===== src/design/i2cebm_pkg.sv =====
// i2cebm_pkg: shared types and constants for the I2C EEPROM byte master.
// Used by i2cebm_core and i2c_eeprom_byte_master_top; no dependencies.
package i2cebm_pkg;

  typedef enum logic [3:0] {
    OP_END     = 4'd0,
    OP_START   = 4'd1,
    OP_TX_DEVW = 4'd2,
    OP_TX_DEVR = 4'd3,
    OP_TX_ADDR = 4'd4,
    OP_TX_DATA = 4'd5,
    OP_ACK     = 4'd6,
    OP_STOP    = 4'd7,
    OP_RESTART = 4'd8,
    OP_RX      = 4'd9,
    OP_NOACK   = 4'd10,
    OP_RECOVER = 4'd11
  } seg_op_e;

  typedef enum logic [1:0] {
    CMD_STEP  = 2'd0,
    CMD_WRITE = 2'd1,
    CMD_READ  = 2'd2,
    CMD_NONE  = 2'd3
  } cmd_e;

  localparam int unsigned  PROG_LEN          = 12;
  localparam logic [7:0]   DEV_WR_MASK       = 8'hFE;
  localparam logic [7:0]   DEV_RD_BIT        = 8'h01;
  localparam logic [15:0]  RECOVERY_RESET    = 16'd10000;
  localparam logic [0:0]   REG_RECOVERY      = 1'b0;

  typedef struct packed {
    logic       scl;
    logic       sda;
    logic       busy;
    logic       done;
    logic [7:0] read_data;
  } step_res_t;

  function automatic seg_op_e op_at(input logic read_mode, input logic [3:0] seg);
    seg_op_e op;
    op = OP_END;
    if (read_mode) begin
      case (seg)
        4'd0:    op = OP_START;
        4'd1:    op = OP_TX_DEVW;
        4'd2:    op = OP_ACK;
        4'd3:    op = OP_TX_ADDR;
        4'd4:    op = OP_ACK;
        4'd5:    op = OP_RESTART;
        4'd6:    op = OP_TX_DEVR;
        4'd7:    op = OP_ACK;
        4'd8:    op = OP_RX;
        4'd9:    op = OP_NOACK;
        4'd10:   op = OP_STOP;
        default: op = OP_END;
      endcase
    end else begin
      case (seg)
        4'd0:    op = OP_START;
        4'd1:    op = OP_TX_DEVW;
        4'd2:    op = OP_ACK;
        4'd3:    op = OP_TX_ADDR;
        4'd4:    op = OP_ACK;
        4'd5:    op = OP_TX_DATA;
        4'd6:    op = OP_ACK;
        4'd7:    op = OP_STOP;
        4'd8:    op = OP_RECOVER;
        default: op = OP_END;
      endcase
    end
    return op;
  endfunction

endpackage


===== src/design/i2cebm_core.sv =====
// i2cebm_core: sequencer state and the single-pass step logic of the master.
// Depends on i2cebm_pkg.
module i2cebm_core (
  input  logic                   clk_i,
  input  logic                   rst_ni,
  input  logic                   step_en_i,
  input  logic [1:0]             operation_i,
  input  logic [7:0]             device_select_i,
  input  logic [7:0]             word_address_i,
  input  logic [7:0]             write_data_i,
  input  logic                   sda_in_i,
  input  logic [15:0]            recovery_ticks_i,
  output i2cebm_pkg::step_res_t  res_o
);

  logic [5:0]  step_q, step_d;
  logic [2:0]  bc_q, bc_d;
  logic [7:0]  sb_q, sb_d;
  logic [7:0]  dev_q, dev_d;
  logic [7:0]  addr_q, addr_d;
  logic [7:0]  data_q, data_d;
  logic        rm_q, rm_d;
  logic [15:0] rc_q, rc_d;
  logic        scl_q, scl_d;
  logic        sda_q, sda_d;
  logic        fin;

  always_comb begin
    logic [1:0]          sub;
    logic [3:0]          seg;
    logic [3:0]          nxt;
    logic                adv;
    logic [7:0]          src;
    i2cebm_pkg::seg_op_e op;
    i2cebm_pkg::seg_op_e nop;

    step_d = step_q;
    bc_d   = bc_q;
    sb_d   = sb_q;
    dev_d  = dev_q;
    addr_d = addr_q;
    data_d = data_q;
    rm_d   = rm_q;
    rc_d   = rc_q;
    scl_d  = scl_q;
    sda_d  = sda_q;
    fin    = 1'b0;
    adv    = 1'b0;
    src    = data_q;

    if (step_q == 6'd0 && (operation_i == i2cebm_pkg::CMD_WRITE ||
                           operation_i == i2cebm_pkg::CMD_READ)) begin
      dev_d  = device_select_i;
      addr_d = word_address_i;
      rm_d   = (operation_i == i2cebm_pkg::CMD_READ);
      data_d = rm_d ? 8'd0 : write_data_i;
      bc_d   = 3'd0;
      step_d = 6'd4;
    end

    sub = step_d[1:0];
    seg = step_d[5:2] - 4'd1;
    nxt = step_d[5:2];
    op  = i2cebm_pkg::op_at(rm_d, seg);
    nop = i2cebm_pkg::op_at(rm_d, nxt);

    if (step_d != 6'd0) begin
      unique case (op)
        i2cebm_pkg::OP_START: begin
          case (sub)
            2'd0:    begin scl_d = 1'b1; step_d[1:0] = 2'd1; end
            2'd1:    begin sda_d = 1'b1; step_d[1:0] = 2'd2; end
            default: begin sda_d = 1'b0; adv = 1'b1; end
          endcase
        end
        i2cebm_pkg::OP_TX_DEVW, i2cebm_pkg::OP_TX_DEVR,
        i2cebm_pkg::OP_TX_ADDR, i2cebm_pkg::OP_TX_DATA: begin
          if (op == i2cebm_pkg::OP_TX_DEVW)      src = dev_d & i2cebm_pkg::DEV_WR_MASK;
          else if (op == i2cebm_pkg::OP_TX_DEVR) src = dev_d | i2cebm_pkg::DEV_RD_BIT;
          else if (op == i2cebm_pkg::OP_TX_ADDR) src = addr_d;
          else                                   src = data_d;
          case (sub)
            2'd0: begin
              if (bc_d == 3'd0) sb_d = src;
              scl_d = 1'b0;
              step_d[1:0] = 2'd1;
            end
            2'd1: begin
              sda_d = sb_d[3'd7 - bc_d];
              step_d[1:0] = 2'd2;
            end
            2'd2: begin
              scl_d = 1'b1;
              bc_d  = bc_d + 3'd1;
              if (bc_d == 3'd0) adv = 1'b1;
              else step_d[1:0] = 2'd0;
            end
            default: adv = 1'b1;
          endcase
        end
        i2cebm_pkg::OP_ACK: begin
          case (sub)
            2'd0:    begin scl_d = 1'b0; step_d[1:0] = 2'd1; end
            2'd1:    begin sda_d = 1'b1; step_d[1:0] = 2'd2; end
            2'd2:    begin scl_d = 1'b1; step_d[1:0] = 2'd3; end
            default: adv = !sda_in_i;
          endcase
        end
        i2cebm_pkg::OP_STOP: begin
          case (sub)
            2'd0:    begin scl_d = 1'b0; step_d[1:0] = 2'd1; end
            2'd1:    begin sda_d = 1'b0; step_d[1:0] = 2'd2; end
            2'd2:    begin scl_d = 1'b1; step_d[1:0] = 2'd3; end
            default: begin sda_d = 1'b1; adv = 1'b1; end
          endcase
        end
        i2cebm_pkg::OP_RESTART: begin
          case (sub)
            2'd0:    begin scl_d = 1'b0; step_d[1:0] = 2'd1; end
            2'd1:    begin sda_d = 1'b1; step_d[1:0] = 2'd2; end
            2'd2:    begin scl_d = 1'b1; step_d[1:0] = 2'd3; end
            default: begin sda_d = 1'b0; adv = 1'b1; end
          endcase
        end
        i2cebm_pkg::OP_RX: begin
          if (sub == 2'd0) begin
            if (bc_d == 3'd0) sb_d = 8'd0;
            scl_d = 1'b0;
            step_d[1:0] = 2'd1;
          end else begin
            scl_d = 1'b1;
            if (sda_in_i) sb_d[3'd7 - bc_d] = 1'b1;
            bc_d = bc_d + 3'd1;
            if (bc_d == 3'd0) begin
              data_d = sb_d;
              adv    = 1'b1;
            end else begin
              step_d[1:0] = 2'd0;
            end
          end
        end
        i2cebm_pkg::OP_NOACK: begin
          case (sub)
            2'd0:    begin scl_d = 1'b0; step_d[1:0] = 2'd1; end
            2'd1:    begin sda_d = 1'b1; step_d[1:0] = 2'd2; end
            default: begin scl_d = 1'b1; adv = 1'b1; end
          endcase
        end
        i2cebm_pkg::OP_RECOVER: begin
          if (rc_d == 16'd0) begin
            step_d = 6'd0;
            fin    = 1'b1;
          end else begin
            rc_d = rc_d - 16'd1;
          end
        end
        default: begin
          step_d = 6'd0;
          fin    = 1'b1;
        end
      endcase

      if (adv) begin
        bc_d = 3'd0;
        if (nop == i2cebm_pkg::OP_END) begin
          step_d = 6'd0;
          fin    = 1'b1;
        end else begin
          step_d = {nxt + 4'd1, 2'b00};
          if (nop == i2cebm_pkg::OP_RECOVER) rc_d = recovery_ticks_i;
        end
      end
    end
  end

  always_ff @(posedge clk_i or negedge rst_ni) begin
    if (!rst_ni) begin
      step_q <= 6'd0;
      bc_q   <= 3'd0;
      sb_q   <= 8'd0;
      dev_q  <= 8'd0;
      addr_q <= 8'd0;
      data_q <= 8'd0;
      rm_q   <= 1'b0;
      rc_q   <= 16'd0;
      scl_q  <= 1'b1;
      sda_q  <= 1'b1;
    end else if (step_en_i) begin
      step_q <= step_d;
      bc_q   <= bc_d;
      sb_q   <= sb_d;
      dev_q  <= dev_d;
      addr_q <= addr_d;
      data_q <= data_d;
      rm_q   <= rm_d;
      rc_q   <= rc_d;
      scl_q  <= scl_d;
      sda_q  <= sda_d;
    end
  end

  assign res_o.scl       = scl_d;
  assign res_o.sda       = sda_d;
  assign res_o.busy      = (step_d != 6'd0);
  assign res_o.done      = fin;
  assign res_o.read_data = rm_d ? data_d : 8'd0;

endmodule


===== src/design/i2c_eeprom_byte_master_top.sv =====
// i2c_eeprom_byte_master_top: stream-in bus steps, stream-out line levels, APB register.
// Depends on i2cebm_pkg and i2cebm_core.
// The result word of each accepted input word is registered into the output register.
// Throughput: one word per cycle; input is taken whenever the output register is empty or
// being drained in the same cycle.
// Reset (rst_ni low, async): sequencer idle, lines high, output empty, recovery 10000.
module i2c_eeprom_byte_master_top (
  input  logic        clk_i,
  input  logic        rst_ni,
  input  logic        s_axis_tvalid_i,
  output logic        s_axis_tready_o,
  // [7:0] device_select, [15:8] word_address, [23:16] write_data, [24] sda_in
  input  logic [31:0] s_axis_tdata_i,
  // [1:0] operation
  input  logic [1:0]  s_axis_tuser_i,
  output logic        m_axis_tvalid_o,
  input  logic        m_axis_tready_i,
  // [0] scl_out, [1] sda_out, [2] busy_res, [10:3] read_data
  output logic [15:0] m_axis_tdata_o,
  output logic        m_axis_tlast_o,
  input  logic        psel,
  input  logic        penable,
  input  logic        pwrite,
  input  logic [2:0]  paddr,
  input  logic [31:0] pwdata,
  output logic [31:0] prdata,
  output logic        pready
);

  logic [15:0]           recovery_q;
  logic                  in_fire;
  logic                  out_vld_q;
  i2cebm_pkg::step_res_t res;
  i2cebm_pkg::step_res_t res_q;

  assign pready = 1'b1;
  assign prdata = (paddr[2] == i2cebm_pkg::REG_RECOVERY) ? {16'd0, recovery_q} : 32'd0;

  always_ff @(posedge clk_i or negedge rst_ni) begin
    if (!rst_ni) begin
      recovery_q <= i2cebm_pkg::RECOVERY_RESET;
    end else if (psel && penable && pwrite && paddr[2] == i2cebm_pkg::REG_RECOVERY) begin
      recovery_q <= pwdata[15:0];
    end
  end

  assign s_axis_tready_o = !out_vld_q || m_axis_tready_i;
  assign in_fire         = s_axis_tvalid_i && s_axis_tready_o;

  i2cebm_core u_core (
    .clk_i            (clk_i),
    .rst_ni           (rst_ni),
    .step_en_i        (in_fire),
    .operation_i      (s_axis_tuser_i),
    .device_select_i  (s_axis_tdata_i[7:0]),
    .word_address_i   (s_axis_tdata_i[15:8]),
    .write_data_i     (s_axis_tdata_i[23:16]),
    .sda_in_i         (s_axis_tdata_i[24]),
    .recovery_ticks_i (recovery_q),
    .res_o            (res)
  );

  always_ff @(posedge clk_i or negedge rst_ni) begin
    if (!rst_ni) begin
      out_vld_q <= 1'b0;
    end else if (in_fire) begin
      out_vld_q <= 1'b1;
    end else if (m_axis_tready_i) begin
      out_vld_q <= 1'b0;
    end
  end

  always_ff @(posedge clk_i) begin
    if (in_fire) begin
      res_q <= res;
    end
  end

  assign m_axis_tvalid_o = out_vld_q;
  assign m_axis_tdata_o  = {5'd0, res_q.read_data, res_q.busy, res_q.sda, res_q.scl};
  assign m_axis_tlast_o  = res_q.done;

endmodule

===== config.mk =====
export PLATFORM = sky130hd
export DESIGN_NAME = i2c_eeprom_byte_master_top
export DESIGN_NICKNAME = d
export VERILOG_FILES = /design/src/design/i2cebm_pkg.sv /design/src/design/i2cebm_core.sv /design/src/design/i2c_eeprom_byte_master_top.sv
export SDC_FILE = /design/constraint.sdc
export NUM_CORES = 1
export LEC_CHECK = 0
export BUFFER_PORTS_ARGS = -buffer_cell sky130_fd_sc_hd__buf_2
export CORE_ASPECT_RATIO = 0.6
export CORE_UTILIZATION = 55
export DETAILED_ROUTE_END_ITERATION = 7
export PLACE_DENSITY = 0.8
export REMOVE_ABC_BUFFERS = 1
export SLEW_MARGIN = 0
export SYNTH_ARGS = -nofsm -noshare
export SYNTH_HDL_FRONTEND = slang
export SYNTH_SLANG_ARGS = --single-unit
export TNS_END_PERCENT = 30

===== constraint.sdc =====
create_clock -name clk_i -period 7.4 [get_ports clk_i]
set_input_delay 1.48 -clock clk_i [delete_from_list [all_inputs] [get_ports clk_i]]
set_output_delay 1.48 -clock clk_i [all_outputs]
set_load 0.01 [all_outputs]

## After elaboration in Yosys (flattened, before gate mapping)

Memory sizes are Yosys's and may differ from the RTL's.
Index checks and enable logic that the tools add are counted.

| word-level totals | value |
|---|---|
| flip-flop bits (word level) | 89 |
| memories | 4 |
| output and inout port bits | 52 |
| memory bits (read-only) | 256 |
| latch bits | 0 |
| RAM bits | 0 |

| operators by class | value |
|---|---|
| div/mod/pow operators | 0 |
| multiplexer cells | 75 |
| eq/ne operators | 19 |
| shift operators | 0 |
| order comparisons | 2 |
| reductions and logical operators | 33 |
| bitwise logic cells | 2 |
| $mul | 0 |
| add/sub/neg operators | 5 |

Memories:

| name | depth | bits a word | rd ports | clocked after Yosys merged registers in | write ports | RTL line | source |
|---|---|---|---|---|---|---|---|
| (name not given) | 16 | 4 | 1 | 0 | 0 | i2cebm_pkg.sv:45 | `case (seg)` |
| (name not given) | 16 | 4 | 1 | 0 | 0 | i2cebm_pkg.sv:60 | `case (seg)` |
| (name not given) | 16 | 4 | 1 | 0 | 0 | i2cebm_pkg.sv:45 |  |
| (name not given) | 16 | 4 | 1 | 0 | 0 | i2cebm_pkg.sv:60 |  |

Operators by type and width:

| operator | number |
|---|---|
| 2-to-1 mux 8 bit | 16 |
| 2-to-1 mux 16 bit | 6 |
| 2-to-1 mux 6 bit | 5 |
| == test 4 bit (second input constant) | 5 |
| 2-to-1 mux 1 bit | 20 |
| == test 4 x 3 -> 1 bit (second input constant) | 4 |
| logical NOT 16 bit | 1 |
| case mux 8 bit (2 select lines) | 1 |
| subtractor 16 x 1 -> 16 bit (second input constant) | 1 |
| 2-to-1 mux 3 bit | 5 |
| case mux 1 bit (2 select lines) | 7 |
| case mux 2 bit (3 select lines) | 2 |
| nonzero test 6 bit | 2 |
| case mux 1 bit (5 select lines) | 2 |
| case mux 2 bit (5 select lines) | 1 |
| OR reduction 10 bit | 1 |
| OR reduction 2 bit | 5 |
| == test 4 x 2 -> 1 bit (second input constant) | 2 |
| 2-to-1 mux 4 bit | 2 |
| OR 8 bit | 1 |
| case mux 4 bit (2 select lines) | 1 |
| OR reduction 7 bit | 1 |
| logical AND 1 bit | 6 |
| logical NOT 3 bit | 2 |
| other kinds (28) | 37 |

## Logic depth before layout (Yosys ltp)

Gate-level depths: netlist of run 1.

| depth | value |
|---|---|
| depth after elaboration | 15 |
| mapped depth | 19 |

## By module

A second synthesis of run 1 with hierarchy kept.

| unflattened totals | value |
|---|---|
| cells, all modules | 680 |
| area total of the unflattened synthesis | 6152.2 µm² |

Modules (own cells, without submodules):

| module | times used | cells an instance | area each (µm²) |
|---|---|---|---|
| i2cebm_core | 1 | 589 | 4804.6 |
| i2c_eeprom_byte_master_top | 1 | 91 | 1347.5 |

## Least setup slack after synthesis of run 1

OpenSTA, ideal clock, no wires.

| timing | value |
|---|---|
| path kind | input -> register |
| start point | input s_axis_tuser_i[0] |
| end point | register res_q, in the netlist m_axis_tlast_o, data pin |
| path buffers | 4 |
| stages | 19 |
| path slack | 2456 ps |
| arrival time | 4682 ps |
| setup time | 262 ps |
| required time | 7138 ps |
| path through | inv_1 > ha_1 > clkbuf_1 > nor2_1 > nor2_1 > ha_1 > clkbuf_1 > nor3_1 > a31o_2 > clkbuf_1 > nor3_4 > o22ai_1 > a21o_1 > and2_1 > buf_6 > o41ai_2 > nor3_2 > nand3_1 > nor2_1 |

| on the way | value |
|---|---|
| word-level cells in the longest chain between the ends | 12 |
| elaborated cells between the ends (all ways) | 49 |
| those cells by class | add/sub (2); eq/ne (15); mux (16); reduce/logical (12); memory (4) |

RTL lines:

| what | RTL line | source |
|---|---|---|
| start: declaration | i2c_eeprom_byte_master_top.sv:15 | `input logic [1:0] s_axis_tuser_i,` |
| == test 2 x 1 -> 1 bit / == test 2 bit (equally long branches) | i2cebm_core.sv:51, i2cebm_core.sv:52, i2cebm_core.sv:55 |  |
| logical OR 1 bit | i2cebm_core.sv:51 | `if (step_q == 6'd0 && (operation_i == i2cebm_pkg::CMD_WRITE \|\|` |
| logical AND 1 bit | i2cebm_core.sv:51 |  |
| 2-to-1 mux 6 bit | i2cebm_core.sv:51 |  |
| subtractor 4 x 1 -> 4 bit | i2cebm_core.sv:62 | `seg = step_d[5:2] - 4'd1;` |
| memory read (16 x 4 bit) (on tied branches) | -- |  |
| 2-to-1 mux 4 bit | i2cebm_pkg.sv:44 | `if (read_mode) begin` |
| == test 4 x 1 -> 1 bit, or another cell as far along | i2cebm_core.sv:68 | `unique case (op)` |
| OR reduction 10 bit (no line), or another cell as far along | -- |  |
| case mux 1 bit (2 select lines) / case mux 1 bit (5 select lines) (equally long branches) | i2cebm_core.sv:68 |  |
| 2-to-1 mux 1 bit (on tied branches) | i2cebm_core.sv:165, i2cebm_core.sv:67 |  |
| 2-to-1 mux 1 bit | i2cebm_core.sv:163 | `if (adv) begin` |
| end signal: assignment | i2c_eeprom_byte_master_top.sv:75 | `res_q <= res;` |
| end: declaration | i2c_eeprom_byte_master_top.sv:34 | `i2cebm_pkg::step_res_t res_q;` |

Parallel ways exist; a longest one is shown, timed or not. The select of a mux whose other input is x is not followed.
A chain may end at the register's enable or synchronous reset.

==> results of run 1 <==
cell families after synthesis:
logic type,Yosys count,share of synthesized area
other cells,2,0.00126
mux,57,0.103
flops,88,0.381
fa+ha+maj,6,0.0126
xor+xnor,1,0.00147
buf+inv,90,0.0767
simple gates,249,0.202
compound gates,205,0.221
per-layer routing:
layer  wire (um)  share of wire
met1        7340           0.46
met2        6700           0.42
met3        1710           0.11
met4         261          0.016
met5           0              0
sequential cells by signal (all words and copies together) (netlist names):
name             flops
u_core.sda_q         1
u_core.rm_q          1
u_core.rc_q         16
recovery_q          16
m_axis_tvalid_o      1
u_core.data_q        8
u_core.dev_q         7
u_core.step_q        6
u_core.sb_q          8
m_axis_tdata_o      11
u_core.bc_q          3
m_axis_tlast_o       1
u_core.scl_q         1
u_core.addr_q        8
worst register-to-register path, stage by stage (launching register included):
cell and delay, ns:
dfrtp_1 0.69, or4_1 0.71, nor2_1 0.23, nor2_1 0.08, ha_1 0.57, nand2b_1 0.15
a221o_1 0.36, o211ai_1 0.87, nor2_1 0.16, a2bb2oi_1 0.22, a311oi_1 0.11, a2111oi_0 0.78
o211ai_1 0.21, a21oi_1 0.29, nand3_1 0.17
power groups by stage:
stage / combinational, mW / clock, mW / sequential [mW]
6_report: 1.74 / 0.456 / 0.892
5_1_grt: 1.90 / 0.480 / 0.916
4_1_cts: 1.69 / 0.458 / 0.882
3_5_place_dp: 1.68 / 0 / 0.889
3_3_place_gp: 1.61 / 0 / 0.872
2_1_floorplan: 1.26 / 0 / 0.836
per-stage QoR:
| stage | area, sq um | total power, mW |
|---|---|---|
| 6_report | 6540 | 3.09 |
| 4_1_cts | 6540 | 3.03 |
| 3_3_place_gp | 6250 | 2.48 |
| 5_1_grt | 6540 | 3.30 |
| 2_1_floorplan | 5650 | 2.09 |
| 3_5_place_dp | 6250 | 2.57 |
area by class of cell:
class	instances	area [sq um]
fill	857	3650
multi-input combinational	540	3300
sequential	88	2270
timing repair buffer	83	428
clock buffer	12	246
tap	135	169
inverter	21	78.8
clock inverter	4	45.0
layout by cell type, fill, tap and decap left out, types with 3 or more instances in the layout:
master     instances
nor3_1            15
or3_1              4
nor3b_1            7
mux2i_1           21
nand2b_1          15
nand3_1           16
buf_4              5
a31oi_1            9
conb_1            22
nor2_1            65
dfrtp_1           69
inv_1             21
o21ai_0           49
a21oi_1           61
dfstp_2            7
o211ai_1          10
a211oi_1          10
a41oi_1            3
nand2_1           84
o31a_1             6
nor4_1             4
mux2_2            35
o21ai_1            4
nor2b_1           18
edfxtp_1          12
ha_1               6
o22ai_1           10
a21o_1             5
a2bb2oi_1          4
nand3b_1           4
clkinv_2           3
clkbuf_16          9
buf_2             78
worst paths after layout:
path                            cells past startpoint                           end  slack (ns)
worst min-delay path                                2      u_core.scl_q$_DFFE_PN1P_        0.49
max in group asynchronous                           1  u_core.step_q[5]$_DFFE_PN0P_        5.45
worst min register to register                      2      u_core.scl_q$_DFFE_PN1P_        0.49
worst max-delay path                               16   m_axis_tdata_o[2]$_DFFE_PP_        1.24
worst max register to register                     14   m_axis_tdata_o[2]$_DFFE_PP_        1.51
min in group asynchronous                           1   u_core.dev_q[3]$_DFFE_PN0P_        1.30
==> results_dict.tcl, run 1 <==
set metrics [dict create \
    status "finished, final reports clean" \
    tightest_slew_ns 1.31 \
    gr-max-usage-layer "met2" \
    cts_setup_buffers 0 \
    slowest_stage "o211ai_1" \
    synth.avg_cell_area_sq_um 8.53 \
    hold_viol 0 \
    yosys-top-cells-count "nand2_1 (84), dfrtp_1 (69), nor2_1 (65), a21oi_1 (61), o21ai_0 (49)" \
    met3_usage 0.0751 \
    cp_max_fo 14 \
    critPathMaxStageDelay_ns 0.87 \
    vias 5600 \
    hold_class "reg -> reg" \
    worst_slack_ns 1.24 \
    cp_data_required_time_ns 7.45 \
    post-route-period-util 0.832 \
    io_pins 128 \
    dp_hpwl_um 11400 \
    instances_no_fill 883 \
    clock_sinks 88 \
    timing.hold.worst.start "u_core.scl_q$_DFFE_PN1P_" \
    fp-row-count 28 \
    routedWlPerCell_um 18.1 \
    cts_tree "yes" \
    p_sw_mw 1.47 \
    clkLatencyLatePin_ns 0.34 \
    die-area_sq_um 11300 \
    p_clk_frac 0.147 \
    pre_cts_slack_ns 1.15 \
    seqPwrFrac 0.289 \
    area_growth_pct 9.83 \
    wirelength_um 16000 \
    worst_setup_path_end_kind "register" \
    portBuffers 79 \
    synth.most_common_cell "nand2_1" \
    synthFlopType "dfrtp_1" \
    syn_area_sq_um 5950 \
    p_comb_frac 0.564 \
    track_usage 0.300 \
    path_buf_inv 2 \
    routabilityCongestion 0.944 \
    vias_per_cell 6.34 \
    synth-seq-cells 88 \
    pwr_density_cell_nw_per_um2 472 \
    worstPathArrival_ns 6.21 \
    antenna_found_initial 0 \
    path_cells "buf_2 -> inv_1 -> ha_1 -> nor2_1 -> nor2_1 -> ha_1 -> nand2b_1 -> a221o_1 -> o211ai_1 -> nor2_1 -> a2bb2oi_1 -> a311oi_1 -> a2111oi_0 -> o211ai_1 -> a21oi_1 -> nand3_1" \
    finish.utilization 0.642 \
    ant_nets 0 \
    numCtsBuffers 9 \
    synth_top_area_share 0.290 \
    post_cts_resized 0 \
    clock_path_buffers 2 \
    irDropWorstVdd_uv 234 \
    fin_crit_ns 6.16 \
    syn_inst 698 \
    holdWs_ns 0.493 \
    grt_max_degree 77 \
    drcViolationCount 0 \
    synth_area_leaders "dfrtp_1 (29%), mux2_2 (6.6%), edfxtp_1 (6.1%), nand2_1 (5.3%), a21oi_1 (5.1%)" \
    synth_top_cell_by_area "dfrtp_1" \
    crit_family "compound AO/OA/AOI/OAI gates" \
    ys_warn_count 0 \
    postCtsHoldBufs 0 \
    grt_pass1_wl_um 25700 \
    grt_pass1_vias 5035 \
    yosysUniqueCellTypes 71 \
    p_int_mw 1.62 \
    fin_skew_ns 0.00897 \
    grtUsageMet2 0.442 \
    critPathKind "in -> reg" \
    drive_gt1_frac 0.206 \
    worstReg2RegStart "u_core.step_q[0]$_DFFE_PN0P_" \
    ctsHtreeMaxLevel 3 \
    antennaDiodeCount 0 \
    grt_setup_unrepaired "false" \
    switching_share 0.475 \
    worst_path_most_repeated_cell "nor2_1" \
    dieWidth_um 136 \
    setup_tns_ns 0 \
    path_clk_slew_ns 0.06 \
    globalRouteMet1Util 0.436 \
    start_util 0.584 \
    first_pass_iters 7 \
    nets 825 \
    gr-total-overflow 0 \
    startpoint "s_axis_tuser_i[0]" \
    leakage_nw 2.85 \
    startpoint_type "primary input" \
    fmax_mhz 162 \
    dr.first_iter.drc_count 741 \
    setup_violations 0 \
    root_buffer "clkbuf_16" \
    ys_seq_area_frac 0.381 \
    die_height_um 82.6 \
    relSlewSlack 0.120 \
    drv_slew 0 \
    core_sq_um 10200 \
    synth-edff-count 12 \
    drv_cap 0 \
    place_inst 867 \
    async_flop_share 0.864 \
]
No activity file was read; power rests on OpenSTA's default activity.
==> run 2, diff against run 1 <==
--- a/config.mk
+++ b/config.mk
@@ -7,9 +7,9 @@
 export LEC_CHECK = 0
 export BUFFER_PORTS_ARGS = -buffer_cell sky130_fd_sc_hd__buf_2
 export CORE_ASPECT_RATIO = 0.6
-export CORE_UTILIZATION = 55
+export CORE_UTILIZATION = 50
 export DETAILED_ROUTE_END_ITERATION = 7
-export PLACE_DENSITY = 0.8
+export PLACE_DENSITY = 0.77
 export REMOVE_ABC_BUFFERS = 1
 export SLEW_MARGIN = 0
 export SYNTH_ARGS = -nofsm -noshare
==> constraint.sdc (replaced) <==
create_clock -name clk_i -period 5.48 [get_ports clk_i]
set_input_delay 1.096 -clock clk_i [delete_from_list [all_inputs] [get_ports clk_i]]
set_output_delay 1.096 -clock clk_i [all_outputs]
set_load 0.01 [all_outputs]
==> run 2 against run 1 <==
Global-route usage shrank 2.8 points. Clock power grew 49%. Sequential power grew 28%. Via count is essentially flat. Final cell count grew 5.1%. Sequential share of layout area shrank 1.2 points. Utilization shrank 4.9 points. Count of clock-buffer cells in the layout grew 1. Register-to-register slack lost 0.80 ns.
==> results_dict.tcl, run 2 (synthesis gave the netlist of run 1 again) <==
set metrics [dict create \
    fp-row-count 30 \
    final_area_sq_um 6780 \
    cp_data_required_time_ns 5.55 \
    grt_max_degree 77 \
    drv_cap 0 \
    dp_hpwl_um 11600 \
    grt_pass1_vias 5083 \
    critPathMaxStageDelay_ns 0.31 \
    gr-total-overflow 0 \
    dieWidth_um 143 \
    fin_skew_ns 0.00519 \
    tightest_slew_ns 1.31 \
    portBuffers 79 \
    vias_per_cell 6.04 \
    start_util 0.520 \
    ant_nets 0 \
    nets 845 \
    first_pass_iters 5 \
    fin_crit_ns 4.94 \
    place_inst 912 \
    die-area_sq_um 12400 \
    drv_slew 0 \
    core_sq_um 11400 \
    root_buffer "clkbuf_16" \
    worst_slack_ns 0.542 \
    hold_class "reg -> reg" \
    worst_setup_path_end_kind "register" \
    pwr_density_cell_nw_per_um2 639 \
    fmax_mhz 203 \
    worstPathArrival_ns 5.01 \
    holdWs_ns 0.494 \
    regToRegSetupSlack_ns 0.71 \
    num-fill-cells 989 \
    finish.utilization 0.592 \
    path_clk_slew_ns 0.06 \
    grt_pass1_wl_um 25900 \
    relSlewSlack 0.122 \
    area_growth_pct 13.8 \
    setup_violations 0 \
    post_cts_resized 0 \
    post_dp_cell_area_sq_um 6440 \
    wirelength_um 16300 \
    status "finished, final reports clean" \
    antennaDiodeCount 0 \
    track_usage 0.272 \
    multiInputGateArea_sq_um 3300 \
    crit_cells 18 \
    startpoint_type "primary input" \
    critPathCapture "m_axis_tdata_o[2]$_DFFE_PP_" \
    ff2ff_path_depth 15 \
    io_pins 128 \
    die_height_um 86.5 \
    setup_tns_ns 0 \
    cts_setup_buffers 0 \
    drive_gt1_frac 0.228 \
    critPathKind "in -> reg" \
    layout_common_cells "nand2_1 (84), buf_2 (78), dfrtp_1 (69)" \
    worstReg2RegStart "u_core.step_q[1]$_DFFE_PN0P_" \
    postCtsHoldBufs 0 \
    dr.first_iter.drc_count 613 \
    hold_viol 0 \
    startpoint "s_axis_tuser_i[0]" \
    leakage_nw 2.98 \
    power_mw 4.33 \
    irDropWorstVdd_uv 335 \
    clock_sinks 88 \
    cp_max_fo 8 \
    rr_endpoint "m_axis_tdata_o[2]$_DFFE_PP_" \
    crit_family "simple AND/OR/NAND/NOR gates" \
    routedWlPerCell_um 17.6 \
    numCtsBuffers 9 \
    drcViolationCount 0 \
    grt_setup_unrepaired "false" \
    antenna_found_initial 0 \
    cts_tree "yes" \
    instances_no_fill 928 \
    clkLatencyLatePin_ns 0.35 \
    post-route-period-util 0.901 \
    path_cells "buf_2 -> inv_1 -> ha_1 -> buf_4 -> nor3_1 -> nand2_1 -> buf_4 -> nand2_1 -> inv_1 -> ha_1 -> ha_1 -> mux2_1 -> a311oi_1 -> buf_4 -> and2_1 -> o32ai_1 -> a21oi_1 -> nand3_1" \
    clock_path_buffers 2 \
    routabilityCongestion 0.962 \
    slowest_stage "mux2_1" \
    path_buf_inv 6 \
    vias 5605 \
    pre_cts_slack_ns 0.302 \
    final_common_cell "nand2_1" \
    ctsHtreeMaxLevel 3 \
    ff_latch_area_sq_um 2270 \
]
## run 2: cell types whose count changed in the layout (fill, tap and decap cells not counted), sizes merged
cell,change
buf,+20
clkbuf,+1
clkinv,-1
## run 2: how the worst min path moves through the flow
| stage | from | endpoint | slack (ns) | cells after the start |
|---|---|---|---|---|
| 2_1_floorplan | u_core.data_q[4]$_DFFE_PN0P_ | u_core.data_q[4]$_DFFE_PN0P_ | 0.45 | 2 |
| 3_3_place_gp | u_core.data_q[5]$_DFFE_PN0P_ | u_core.data_q[5]$_DFFE_PN0P_ | 0.46 | 2 |
| 3_5_place_dp | u_core.scl_q$_DFFE_PN1P_ | u_core.scl_q$_DFFE_PN1P_ | 0.48 | 2 |
| 4_1_cts | u_core.scl_q$_DFFE_PN1P_ | u_core.scl_q$_DFFE_PN1P_ | 0.49 | 2 |
| 5_1_grt | u_core.addr_q[5]$_DFFE_PN0P_ | u_core.addr_q[5]$_DFFE_PN0P_ | 0.53 | 1 |
| 6_report | u_core.scl_q$_DFFE_PN1P_ | u_core.scl_q$_DFFE_PN1P_ | 0.49 | 2 |
## run 2: cell type report
type	instances	share of cell area
clock buffers	13	0.0432
flip-flops and latches	88	0.335
clock inverters	3	0.00646
repair buffers	103	0.0871
multi-input cells	540	0.487
well taps	160	0.0295
inverters	21	0.0116
## run 2: where the power goes
group	total [mW]	internal, mW	switching, mW
Combinational	2.51	0.984	1.53
Clock	0.681	0.422	0.260
Sequential	1.14	0.926	0.212
Total	4.33	2.33	2.00
## run 2: metal layers
layer	part of all wire	vias to the layer above	global-route usage
met4	0.010	0	0.0704
met2	0.43	300	0.396
met5	0	-	0
met1	0.48	2686	0.401
li1	-	2600	-
met3	0.086	19	0.0663
## run 2: tightest hold or removal path, stage by stage, from the launching register on
cell and delay [ns]:
dfstp_2 0.37, o21ai_0 0.07, nand2_1 0.05
==> run 3, diff against run 2 <==
--- a/config.mk
+++ b/config.mk
@@ -9,6 +9,7 @@
 export CORE_ASPECT_RATIO = 0.6
 export CORE_UTILIZATION = 50
 export DETAILED_ROUTE_END_ITERATION = 7
+export GPL_TIMING_DRIVEN = 0
 export PLACE_DENSITY = 0.77
 export REMOVE_ABC_BUFFERS = 1
 export SLEW_MARGIN = 0
==> run 3 against run 2 <==
Sequential cell count unchanged. Design area shrank 0.26%. Count of clock-buffer cells in the layout decreased by 3. Final cell count fell by 1.1%. Hold slack better by 0.0055 ns. Via count about the same. Combinational power about the same. Global-route usage rose by 0.057 points. Register-to-register slack worse by 0.38 ns. Largest cell class unchanged.
==> results_dict.tcl, run 3 (synthesis gave the netlist of run 1 again) <==
set metrics [dict create \
    status "finished, final reports clean" \
    path_buf_inv 2 \
    routedWlPerCell_um 17.8 \
    first_pass_iters 6 \
    die_height_um 86.5 \
    grt_pass1_wl_um 26200 \
    path_cells "buf_2 -> inv_1 -> ha_1 -> nor2_1 -> nor2_1 -> ha_2 -> nand2b_1 -> a221o_1 -> or2_2 -> a31oi_2 -> nand2_1 -> nor2_1 -> nand2_1 -> or3_1 -> a21oi_1 -> nor2_1 -> a21oi_1" \
    drv_slew 0 \
    worst_setup_path_end_kind "register" \
    finish.utilization 0.591 \
    num-fill-cells 1007 \
    relSlewSlack 0.228 \
    root_buffer "clkbuf_16" \
    regToRegSetupSlack_ns 0.33 \
    hold_viol 0 \
    nets 835 \
    startpoint "s_axis_tuser_i[0]" \
    critPathCapture "u_core.rc_q[15]$_DFFE_PN0P_" \
    worstReg2RegStart "u_core.step_q[0]$_DFFE_PN0P_" \
    rr_endpoint "u_core.rc_q[15]$_DFFE_PN0P_" \
    power_mw 4.29 \
    portBuffers 79 \
    hold_class "reg -> reg" \
    drcViolationCount 0 \
    fp-row-count 30 \
    fin_crit_ns 5.21 \
    worstPathArrival_ns 5.48 \
    grt_max_degree 70 \
    dp_hpwl_um 11100 \
    ant_nets 0 \
    ctsHtreeMaxLevel 3 \
    grt_setup_unrepaired "false" \
    area_growth_pct 13.6 \
    antennaDiodeCount 0 \
    pwr_density_cell_nw_per_um2 635 \
    routabilityCongestion 0.949 \
    tightest_slew_ns 1.15 \
    fin_skew_ns 0.00593 \
    drive_gt1_frac 0.234 \
    worst_path_most_repeated_cell "nor2_1" \
    antenna_found_initial 0 \
    io_pins 128 \
    ff2ff_path_depth 15 \
    setup_tns_ns 0 \
    core_sq_um 11400 \
    track_usage 0.272 \
    gr-total-overflow 0 \
    wirelength_um 16300 \
    clock_sinks 88 \
    vias_per_cell 6.10 \
    setup_violations 0 \
    final_common_cell "nand2_1" \
    cp_max_fo 14 \
    crit_family "simple AND/OR/NAND/NOR gates" \
    irDropWorstVdd_uv 277 \
    dieWidth_um 143 \
    leakage_nw 2.93 \
    numCtsBuffers 9 \
    critPathMaxStageDelay_ns 0.58 \
    cp_data_required_time_ns 5.75 \
    slowest_stage "a31oi_2" \
    grt_pass1_vias 5155 \
    cts_tree "yes" \
    startpoint_type "primary input" \
    critPathKind "in -> reg" \
    dr.first_iter.drc_count 762 \
    drv_cap 0 \
    die-area_sq_um 12400 \
    layout_common_cells "nand2_1 (83), buf_2 (78), dfrtp_1 (66)" \
    fmax_mhz 192 \
    postCtsHoldBufs 0 \
    clock_path_buffers 2 \
    start_util 0.520 \
    path_clk_slew_ns 0.07 \
    post-route-period-util 0.951 \
    crit_cells 17 \
    clkLatencyLatePin_ns 0.35 \
    vias 5600 \
]
[run 3: power breakdown]
| part | total, mW | internal (mW) | leakage (nW) | switching, mW |
|---|---|---|---|---|
| Sequential | 1.21 | 0.926 | 1.06 | 0.287 |
| Clock | 0.593 | 0.321 | 0.139 | 0.272 |
| Combinational | 2.49 | 0.979 | 1.73 | 1.51 |
[run 3: how the worst min path moves through the flow]
stage,slack [ns],from,end,cells past startpoint
after global routing,0.51,u_core.dev_q[5]$_DFFE_PN0P_,u_core.dev_q[5]$_DFFE_PN0P_,1
after CTS,0.49,u_core.scl_q$_DFFE_PN1P_,u_core.scl_q$_DFFE_PN1P_,2
final,0.50,u_core.scl_q$_DFFE_PN1P_,u_core.scl_q$_DFFE_PN1P_,2
after global placement,0.46,u_core.data_q[5]$_DFFE_PN0P_,u_core.data_q[5]$_DFFE_PN0P_,2
after detailed placement,0.48,u_core.scl_q$_DFFE_PN1P_,u_core.scl_q$_DFFE_PN1P_,2
after floorplan,0.45,u_core.data_q[4]$_DFFE_PN0P_,u_core.data_q[4]$_DFFE_PN0P_,2
[run 3: area by class of cell]
type / instances / area [sq um] / area share
Clock buffer: 10 / 239 / 0.0353
Clock inverter: 6 / 43.8 / 0.00648
Inverter: 21 / 78.8 / 0.0117
Multi-Input combinational cell: 541 / 3360 / 0.498
Sequential cell: 88 / 2270 / 0.336
Tap cell: 160 / 200 / 0.0296
Timing Repair Buffer: 92 / 561 / 0.0829
[run 3: per-layer routing]
layer  wire length, um  vias up  global-route usage
li1                  -     2578                   -
met1              7350     2645               0.400
met2              6790      342               0.389
met3              1920       35              0.0751
met4               238        0              0.0782
met5                 0        -                   0
[run 3: repair_timing]
action | 4_1_cts | 5_1_grt
gates cloned | 1 | 0
hold endpoints to repair | 0 | 0
resized for setup | 2 | 11
buffers inserted | 9 | 2
endpoints found under the setup margin | 26 | 50
pin swaps | 4 | 1
[run 3: worst reg2reg max path, delay by kind of cell, from the launching register on]
kind	cells	cell delay (ns)
and+or+nand+nor	10	2.76
AOI/OAI and AO/OA	4	1.25
DFF	1	0.59
adders and majority gates	1	0.50
[run 3: metrics by stage]
stage          hold slack [ns]  worst slack (ns)  instances  instance area [sq um]
2_1_floorplan            0.450             0.128        649                   5650
3_3_place_gp             0.463             -1.08        888                   6250
3_5_place_dp             0.479            -0.753        890                   6300
4_1_cts                  0.493            0.0370        916                   6670
5_1_grt                  0.515            0.0275        918                   6760
6_report                 0.500             0.271        918                   6760
